$ cat src/design/servo_feedback_frame_decoder_macros.svh
// Assertion helpers for the servo feedback frame decoder.
`ifndef SERVO_FEEDBACK_FRAME_DECODER_MACROS_SVH
`define SERVO_FEEDBACK_FRAME_DECODER_MACROS_SVH

// Check that cons holds in the same cycle as ante.
`define SFD_ASSERT_NOW(name, clk, rst_n, ante, cons) \
  name: assert property (@(posedge clk) disable iff (!rst_n) (ante) |-> (cons)) \
    else $error("sfd: same-cycle check failed");

// Check that cons holds in the cycle after ante.
`define SFD_ASSERT_NEXT(name, clk, rst_n, ante, cons) \
  name: assert property (@(posedge clk) disable iff (!rst_n) (ante) |=> (cons)) \
    else $error("sfd: next-cycle check failed");

`endif

$ cat src/design/sfd_pkg.sv
`default_nettype none

package sfd_pkg;

  // Header bytes of a feedback frame
  localparam logic [7:0] HDR0 = 8'h55;
  localparam logic [7:0] HDR1 = 8'hAA;
  localparam logic [7:0] HDR2 = 8'h02;

  // Configuration register indexes
  localparam logic [1:0] REG_JOINTS_IN_USE = 2'd0;
  localparam logic [1:0] REG_INVERT_MASK   = 2'd1;
  localparam logic [1:0] REG_WIDE_MASK     = 2'd2;

  // Pulse to angle line: narrow is (p - 2000) / 2200, wide is (3p - 4460) / 6640, times pi
  localparam logic [19:0] OFF_NARROW = 20'd2000;
  localparam logic [19:0] OFF_WIDE   = 20'd4460;
  localparam logic [12:0] DEN_NARROW = 13'd2200;
  localparam logic [12:0] DEN_WIDE   = 13'd6640;

  // Range divide as a reciprocal multiply: 2200 is 8 * 275 and 6640 is 16 * 415, and
  // for n below 2^26 floor(n / 275) and floor(n / 415) are (n * REC) >> 35 exactly
  localparam logic [26:0] REC_NARROW = 27'd124944504;
  localparam logic [26:0] REC_WIDE   = 27'd82794551;

  // pi scaled by 2^32, rounded
  localparam logic [33:0] PI_Q32 = 34'd13493037705;

  // Angle unit request and result
  typedef struct packed {
    logic start;
    logic inv;
    logic wide;
  } ang_req_t;

  typedef struct packed {
    logic               done;
    logic signed [15:0] angle;
  } ang_res_t;

endpackage

`default_nettype wire

$ cat src/design/sfd_ram.sv
`default_nettype none

module sfd_ram #(
  parameter int WIDTH = 16,
  parameter int DEPTH = 6
) (
  input  wire logic                                   clk,
  input  wire logic                                   we,
  input  wire logic [(DEPTH > 1 ? $clog2(DEPTH) : 1)-1:0] waddr,
  input  wire logic [WIDTH-1:0]                       wdata,
  input  wire logic [(DEPTH > 1 ? $clog2(DEPTH) : 1)-1:0] raddr,
  output logic      [WIDTH-1:0]                       rdata
);

  logic [WIDTH-1:0] mem [DEPTH];

  // Write port and registered read port
  always_ff @(posedge clk) begin
    if (we) begin
      mem[waddr] <= wdata;
    end
    rdata <= mem[raddr];
  end

endmodule

`default_nettype wire

$ cat src/design/sfd_angle.sv
`default_nettype none

module sfd_angle
  import sfd_pkg::*;
(
  input  wire logic        clk,
  input  wire logic        rst_n,
  input  wire ang_req_t    req,
  input  wire logic [15:0] pulse,
  output ang_res_t         res
);

  localparam logic [2:0] A_IDLE  = 3'd0;
  localparam logic [2:0] A_MUL   = 3'd1;
  localparam logic [2:0] A_LOAD  = 3'd2;
  localparam logic [2:0] A_RECIP = 3'd3;
  localparam logic [2:0] A_DONE  = 3'd4;

  logic [2:0]  state_r, state_nxt;
  logic        zero_r, neg_r, big_r, wide_r;
  logic [14:0] mag_r;
  logic [29:0] prod_r;
  logic [25:0] rem_r;
  logic [17:0] q_r;

  logic [19:0] pe, nl, ns, mag;
  logic        neg;
  logic [12:0] den;
  logic [29:0] sum;
  logic [33:0] mul_a;
  logic [25:0] mul_b;
  logic [52:0] mul_p;
  logic [15:0] angle;

  // Signed offset from the range centre, mirrored if asked
  always_comb begin
    pe  = {4'd0, pulse};
    nl  = req.wide ? (pe + (pe << 1)) - OFF_WIDE : pe - OFF_NARROW;
    ns  = req.inv ? (~nl + 20'd1) : nl;
    neg = ns[19];
    mag = neg ? (~ns + 20'd1) : ns;
  end

  // Shared multiplier: pi on the first pass, the range reciprocal on the second
  always_comb begin
    if (state_r == A_RECIP) begin
      mul_a = wide_r ? {7'd0, REC_WIDE} : {7'd0, REC_NARROW};
      mul_b = rem_r;
    end else begin
      mul_a = PI_Q32;
      mul_b = {11'd0, mag_r};
    end
  end

  assign mul_p = 53'(mul_a) * 53'(mul_b);

  // Half the divisor as rounding term; the bits below 2^19 never carry into it
  assign den = wide_r ? DEN_WIDE : DEN_NARROW;
  assign sum = prod_r + 30'(den);

  // Sequence: capture, multiply by pi, add rounding term, reciprocal multiply
  always_comb begin
    state_nxt = state_r;
    unique case (state_r)
      A_IDLE:  if (req.start) state_nxt = A_MUL;
      A_MUL:   state_nxt = A_LOAD;
      A_LOAD:  state_nxt = A_RECIP;
      A_RECIP: state_nxt = A_DONE;
      A_DONE:  state_nxt = A_IDLE;
      default: state_nxt = A_IDLE;
    endcase
  end

  always_ff @(posedge clk) begin
    if (!rst_n) begin
      state_r <= A_IDLE;
    end else begin
      state_r <= state_nxt;
    end
  end

  // Datapath
  always_ff @(posedge clk) begin
    unique case (state_r)
      A_IDLE: begin
        if (req.start) begin
          zero_r <= pulse == 16'd0;
          neg_r  <= neg;
          big_r  <= |mag[19:15];
          mag_r  <= mag[14:0];
          wide_r <= req.wide;
        end
      end
      A_MUL: begin
        prod_r <= mul_p[48:19];
      end
      A_LOAD: begin
        // drop the power-of-two part of the divisor
        rem_r <= wide_r ? {1'b0, sum[29:5]} : sum[29:4];
      end
      A_RECIP: begin
        q_r <= mul_p[52:35];
      end
      default: begin
      end
    endcase
  end

  // Sign and saturate the quotient
  always_comb begin
    if (zero_r) begin
      angle = 16'h0000;
    end else if (neg_r) begin
      angle = (big_r || q_r > 18'd32768) ? 16'h8000 : 16'(~q_r + 18'd1);
    end else begin
      angle = (big_r || q_r > 18'd32767) ? 16'h7FFF : q_r[15:0];
    end
  end

  assign res.done  = state_r == A_DONE;
  assign res.angle = signed'(angle);

endmodule

`default_nettype wire

$ cat src/design/servo_feedback_frame_decoder.sv
// Servo feedback frame decoder. Bytes arrive on the in_ channel and are taken one
// per cycle while the block is hunting a 55 AA 02 header or collecting the
// 2*JOINT_COUNT payload bytes (big-endian pulse widths, kept in a small RAM).
// The last byte of a frame starts decoding unless the first three pulses are all
// zero or no joint is in use; the block then stalls its input while one angle per
// joint in use is produced in joint order, each in radians Q12, saturated,
// last_joint set on the final one. Each angle passes through RAM read, start,
// multiply by pi, rounding add, reciprocal multiply for the range divide,
// hand-back and output load, with one shared multiplier; out_stall can hold the
// output register in the last step, which keeps the input stalled longer.
// Configure only while idle.
`default_nettype none

`include "servo_feedback_frame_decoder_macros.svh"

module servo_feedback_frame_decoder
  import sfd_pkg::*;
#(
  parameter int JOINT_COUNT = 6
) (
  input  wire logic               clk,
  input  wire logic               rst_n,
  input  wire logic               in_valid,
  output logic                    in_stall,
  input  wire logic [7:0]         in_rx_byte,
  output logic                    out_valid,
  input  wire logic               out_stall,
  output logic [2:0]              out_joint_index,
  output logic signed [15:0]      out_angle_q12,
  output logic                    out_last_joint,
  input  wire logic               cfg_we,
  input  wire logic [1:0]         cfg_index,
  input  wire logic [5:0]         cfg_wdata
);

  localparam int FRAME_LEN = 3 + 2 * JOINT_COUNT;
  localparam int PW        = $clog2(FRAME_LEN);
  localparam int JW        = JOINT_COUNT > 1 ? $clog2(JOINT_COUNT) : 1;
  localparam int CW        = (JW > 3 ? JW : 3) + 1;
  localparam int CHK_BYTES = 2 * (JOINT_COUNT < 3 ? JOINT_COUNT : 3);

  localparam logic [2:0] S_IDLE  = 3'd0;
  localparam logic [2:0] S_RD    = 3'd1;
  localparam logic [2:0] S_START = 3'd2;
  localparam logic [2:0] S_CALC  = 3'd3;
  localparam logic [2:0] S_PUSH  = 3'd4;

  logic [2:0]  joints_r;
  logic [5:0]  inv_mask_r, wide_mask_r;
  logic [2:0]  state_r;
  logic [PW-1:0] pos_r;
  logic [7:0]  hi_r;
  logic        any_nz_r;
  logic [2:0]  used_r;
  logic [JW-1:0] jdx_r;
  logic signed [15:0] res_angle_r;
  logic        out_valid_r;
  logic [2:0]  out_joint_r;
  logic signed [15:0] out_angle_r;
  logic        out_last_r;

  logic        in_acc, out_acc, out_free;
  logic [7:0]  want;
  logic [PW-1:0] idx;
  logic [JW-1:0] waddr;
  logic        we;
  logic        chk_hit, any_now, frame_end;
  logic [2:0]  used_now;
  logic [CW-1:0] jx;
  logic        last;
  logic [7:0]  inv_ext, wide_ext;
  logic [15:0] rdata;
  ang_req_t    ang_req;
  ang_res_t    ang_res;

  assign in_stall = state_r != S_IDLE;
  assign in_acc   = in_valid && !in_stall;
  assign out_acc  = out_valid_r && !out_stall;
  assign out_free = !out_valid_r || !out_stall;

  // Byte parsing helpers
  always_comb begin
    unique case (pos_r)
      PW'(0):  want = HDR0;
      PW'(1):  want = HDR1;
      default: want = HDR2;
    endcase
    idx       = pos_r - PW'(3);
    waddr     = JW'(idx >> 1);
    we        = in_acc && pos_r >= PW'(3) && idx[0];
    chk_hit   = idx < PW'(CHK_BYTES) && in_rx_byte != 8'd0;
    any_now   = any_nz_r || chk_hit;
    frame_end = pos_r == PW'(FRAME_LEN - 1);
    used_now  = (32'(joints_r) > JOINT_COUNT) ? 3'(JOINT_COUNT) : joints_r;
  end

  // Per-joint selection
  always_comb begin
    jx       = CW'(jdx_r);
    last     = (jx + CW'(1)) == CW'(used_r);
    inv_ext  = {2'b00, inv_mask_r};
    wide_ext = {2'b00, wide_mask_r};
    ang_req.start = state_r == S_START;
    ang_req.inv   = jx < CW'(6) && inv_ext[jx[2:0]];
    ang_req.wide  = jx < CW'(6) && wide_ext[jx[2:0]];
  end

  // Pulse store, one word per joint
  sfd_ram #(
    .WIDTH(16),
    .DEPTH(JOINT_COUNT)
  ) u_ram (
    .clk  (clk),
    .we   (we),
    .waddr(waddr),
    .wdata({hi_r, in_rx_byte}),
    .raddr(jdx_r),
    .rdata(rdata)
  );

  sfd_angle u_angle (
    .clk  (clk),
    .rst_n(rst_n),
    .req  (ang_req),
    .pulse(rdata),
    .res  (ang_res)
  );

  // Configuration registers
  always_ff @(posedge clk) begin
    if (!rst_n) begin
      joints_r    <= 3'd6;
      inv_mask_r  <= 6'd14;
      wide_mask_r <= 6'd16;
    end else if (cfg_we) begin
      unique case (cfg_index)
        REG_JOINTS_IN_USE: joints_r    <= cfg_wdata[2:0];
        REG_INVERT_MASK:   inv_mask_r  <= cfg_wdata;
        REG_WIDE_MASK:     wide_mask_r <= cfg_wdata;
        default: begin
        end
      endcase
    end
  end

  // Hunt header, collect payload, run the decode sequence
  always_ff @(posedge clk) begin
    if (!rst_n) begin
      state_r  <= S_IDLE;
      pos_r    <= '0;
      any_nz_r <= 1'b0;
    end else begin
      unique case (state_r)
        S_IDLE: begin
          if (in_acc) begin
            if (pos_r < PW'(3)) begin
              if (in_rx_byte == want) begin
                pos_r <= pos_r + PW'(1);
              end else begin
                pos_r <= (in_rx_byte == HDR0) ? PW'(1) : PW'(0);
              end
              any_nz_r <= 1'b0;
            end else if (frame_end) begin
              pos_r <= '0;
              if (any_now && used_now != 3'd0) begin
                state_r <= S_RD;
              end
            end else begin
              pos_r    <= pos_r + PW'(1);
              any_nz_r <= any_now;
            end
          end
        end
        S_RD:    state_r <= S_START;
        S_START: state_r <= S_CALC;
        S_CALC:  if (ang_res.done) state_r <= S_PUSH;
        S_PUSH: begin
          if (out_free) begin
            state_r <= last ? S_IDLE : S_RD;
          end
        end
        default: state_r <= S_IDLE;
      endcase
    end
  end

  // Payload-side registers
  always_ff @(posedge clk) begin
    if (in_acc && pos_r >= PW'(3) && !idx[0]) begin
      hi_r <= in_rx_byte;
    end
    if (in_acc && frame_end) begin
      used_r <= used_now;
      jdx_r  <= '0;
    end else if (state_r == S_PUSH && out_free && !last) begin
      jdx_r <= jdx_r + JW'(1);
    end
    if (state_r == S_CALC && ang_res.done) begin
      res_angle_r <= ang_res.angle;
    end
  end

  // Output register: load a beat when the slot is free, drop it once taken
  always_ff @(posedge clk) begin
    if (!rst_n) begin
      out_valid_r <= 1'b0;
    end else if (state_r == S_PUSH && out_free) begin
      out_valid_r <= 1'b1;
    end else if (out_acc) begin
      out_valid_r <= 1'b0;
    end
  end

  always_ff @(posedge clk) begin
    if (state_r == S_PUSH && out_free) begin
      out_joint_r <= jx[2:0];
      out_angle_r <= res_angle_r;
      out_last_r  <= last;
    end
  end

  assign out_valid       = out_valid_r;
  assign out_joint_index = out_joint_r;
  assign out_angle_q12   = out_angle_r;
  assign out_last_joint  = out_last_r;

  // Checks
  `SFD_ASSERT_NOW(a_joint_in_range, clk, rst_n, out_valid_r, out_joint_r < used_r)
  `SFD_ASSERT_NEXT(a_busy_after_mid_beat, clk, rst_n, out_acc && !out_last_r, state_r != S_IDLE || out_valid_r)
  `SFD_ASSERT_NOW(a_done_when_waiting, clk, rst_n, ang_res.done, state_r == S_CALC)

endmodule

`default_nettype wire

$ cat config.mk
export PLATFORM = sky130hd
export DESIGN_NAME = servo_feedback_frame_decoder
export DESIGN_NICKNAME = d
export VERILOG_FILES = /design/src/design/sfd_pkg.sv /design/src/design/sfd_ram.sv /design/src/design/sfd_angle.sv /design/src/design/servo_feedback_frame_decoder.sv
export VERILOG_INCLUDE_DIRS = /design/src /design/src/design
export SDC_FILE = /design/constraint.sdc
export NUM_CORES = 2
export LEC_CHECK = 0
export ABC_AREA = 1
export BUFFER_PORTS_ARGS = -buffer_cell sky130_fd_sc_hd__buf_2
export CAP_MARGIN = 20
export CORE_MARGIN = 2
export CORE_UTILIZATION = 45
export CTS_BUF_LIST = sky130_fd_sc_hd__clkbuf_4 sky130_fd_sc_hd__clkbuf_8
export DETAILED_ROUTE_END_ITERATION = 8
export MAX_ROUTING_LAYER = met4
export PLACE_DENSITY_LB_ADDON = 0.1
export SLEW_MARGIN = 20
export SYNTH_ARGS = -nofsm -noshare
export SYNTH_HDL_FRONTEND = slang
export SYNTH_SLANG_ARGS = --single-unit
$ cat constraint.sdc
create_clock -name clk -period 19.4 [get_ports clk]
set_input_delay 0.97 -clock clk [delete_from_list [all_inputs] [get_ports clk]]
set_output_delay 0.97 -clock clk [all_outputs]
set_load 0.005 [all_outputs]
==> results.ini <==
[status]
outcome = complete, no violations

[detailed_routing]
dr.pass1.iters = 6
route.detailed.drc = 0
via_count = 24400
drt_iter0_drc = 1653
routedWlPerCell_um = 20.1
wl_um = 99500
vias_per_cell = 4.91
detail-route-antenna-nets = 0

[cts]
cts_buffer_depth = 3
cts_sinks = 279
clk_pin_slew_ps = 60
cts_made_buffers = 45
tritoncts = built
worst_skew_pair.late_latency_ps = 590
cts_resized = 0
cts_root_buf = clkbuf_8
postCtsSetupRepairBufs = 0
hold_buffers = 0
htree_levels = 2

[setup_path]
crit_path_max_fanout = 35
crit_type = register to register
cp-start-kind = register
r2r_end = u_angle.q_r[12]
cp_slowest_cell = o31ai_1
crit_arrival_ps = 10050
r2r_setup_slack_ps = 9670
cp-end-kind = register
r2r-start = u_angle.state_r[1]
crit_required_ps = 19720
reg2reg_depth = 34
max_stage_delay_ps = 650

[placed_design]
io_buffers = 42
hpwl_um = 85600
gp_congestion = 1.00

[floorplan]
fp.coreArea_sq_um = 77300
floorplan.initialDensity_pct = 45.4
die_y_um = 283
rows = 102
dieArea_sq_um = 80200
io-pin-count = 43
die_w_um = 283

[timing]
slew_violations = 0
slew-limit-headroom_pct = 27.2
max_freq_ghz = 0.103
finalHoldViolCount = 0
setup_tns_ps = 0
skew_ps = 45.8
setup_viol = 0
min_period_over_period_pct = 50.2
whs_ps = 416
rsz0062_at_grt = false
period_needed_ps = 9730
worst_pin_slew_ps = 1090

[synthesis]
ys_seq_area_share_pct = 22.6
synth-seq-cells = 279
synth_area_sq_um = 35100
syn_avg_cell_area_sq_um = 9.28
yosys.area.top_type = fa_1
ys.flop_type = edfxtp_1
synth_warnings = 0
async_flop_share_pct = 0
synth_cells = 3782
synth_cell_types = 66
synth.area.top_cells = fa_1 (34%), edfxtp_1 (20%), inv_1 (11%)
synth_edf_count = 233
synth_top_area_share_pct = 33.9

[layout]
nFillCells = 7645
layout_commonest_cell = inv_1
area_growth_pct = 7.29
nNetsFinal = 4787
layout-drive-gt1-share_pct = 6.22
post-route-util_pct = 48.7
final_cell_mix = inv_1 (1049), fa_1 (594), nand2_1 (519)

[grt]
grt.overflow.total = 0
grt_util_met2_pct = 42.5
grt_pass1_vias = 25800
grt_pass1_wl_um = 155000
grt_max_degree = 58
use_met1_pct = 36.1
grt_antenna_before_repair = 1
use_met3_pct = 2.50
grt_usage_pct = 26.5
busiest_layer = met2

[run]
cap_violations = 0

[worst_hold_path]
hold_path_startpoint = res_angle_r[3]
min_to = out_angle_q12[3]
whs_path_depth = 0
hold_class = register to register

==> per-layer routing <==
layer	share of wire [%]	routed length [um]	vias up
met4	3.0	2980	0
met5	0	0	-
met3	5.0	4940	145
li1	-	-	11600
met2	48	47300	607
met1	45	44300	12000
==> cell families (layout without fill, tap and decap cells) <==
group | after synthesis | after routing | synth area share [%]
and+or+nand+nor | 1059 | 1059 | 13.0
muxes | 3 | 3 | 0.0856
other | 2 | 51 | 0.0214
DFF | 279 | 279 | 22.6
buffers and inverters | 1127 | 1219 | 12.2
AOI/OAI and AO/OA | 340 | 340 | 5.74
xor gates and xnor gates | 91 | 91 | 2.34
adders and majority gates | 881 | 881 | 44.1
==> synth_stat cells, drive strengths merged (2+ instances only) <==
| master | count |
|---|---|
| buf | 17 |
| o211ai | 6 |
| clkbuf | 41 |
| conb | 2 |
| o221ai | 2 |
| xnor2 | 30 |
| xor2 | 61 |
| o31ai | 2 |
| o2111ai | 3 |
| fa | 594 |
| o21bai | 3 |
| a21oi | 134 |
| nor2 | 310 |
| a31oi | 13 |
| a211oi | 5 |
| nor3 | 29 |
| mux2i | 3 |
| nor4 | 6 |
| nand4 | 28 |
| or2 | 11 |
| o21a | 14 |
| inv | 1065 |
| o21ai | 108 |
| o22ai | 18 |
| edfxtp | 233 |
| a32o | 16 |
| a21boi | 3 |
| nand3b | 8 |
| ha | 287 |
| nand3 | 114 |
| clkinv | 4 |
| and2 | 2 |
| dfxtp | 46 |
| a21o | 6 |
| nand2 | 550 |
==> through the flow <==
step                setup slack (ps)  instance area (sq um)  instances
global placement                9740                  36700       4878
global route                    9110                  37600       4963
CTS                             9660                  37600       4962
finish                          9670                  37600       4963
floorplan                      11410                  35300       3830
detailed placement              9740                  36700       4878
==> registers in the layout (all words and copies together) (netlist names), 4 cells and up <==
register and count:
u_ram.mem 96, u_angle.prod_r 27, u_angle.rem_r 26, u_angle.q_r 18, out_angle_q12 16, res_angle_r 16
u_ram.rdata 16, u_angle.mag_r 15, hi_r 8, inv_mask_r 6, wide_mask_r 6, pos_r 4
==> critical path, delay by kind of cell, from the launching register on <==
kind                       cells  cell delay [ps]
AOI/OAI and AO/OA              4             1050
adders and majority gates      8             4030
xor gates and xnor gates       1              150
DFF                            1              380
buffers and inverters         10             1540
and+or+nand+nor               11             2300
==> worst max path at each step <==
stage	from	end	slack, ps	cells past startpoint
finish	u_angle.state_r[1]	u_angle.q_r[12]	9670	34
global route	u_angle.state_r[1]	u_angle.q_r[12]	9110	34
CTS	u_angle.state_r[1]	u_angle.q_r[12]	9660	34
detailed placement	u_angle.state_r[1]	u_angle.prod_r[28]	9740	34
global placement	u_angle.state_r[1]	u_angle.q_r[10]	9740	28
floorplan	u_angle.state_r[1]	u_angle.prod_r[28]	11410	32
==> cell type report <==
cell class / instances / area [sq um] / area share, %
Clock buffer: 66 / 796 / 2.11
Tap cell: 1040 / 1300 / 3.46
Inverter: 1069 / 4010 / 10.7
Timing Repair Buffer: 66 / 390 / 1.04
Sequential cell: 279 / 7920 / 21.0
Multi-Input combinational cell: 2424 / 23100 / 61.4
Clock inverter: 18 / 116 / 0.309
Antenna cell: 1 / 2.50 / 0.00665
Power is left out: the tool's default activity adds up to more than one toggle a clock period on the data nets, which glitch-free logic cannot reach.
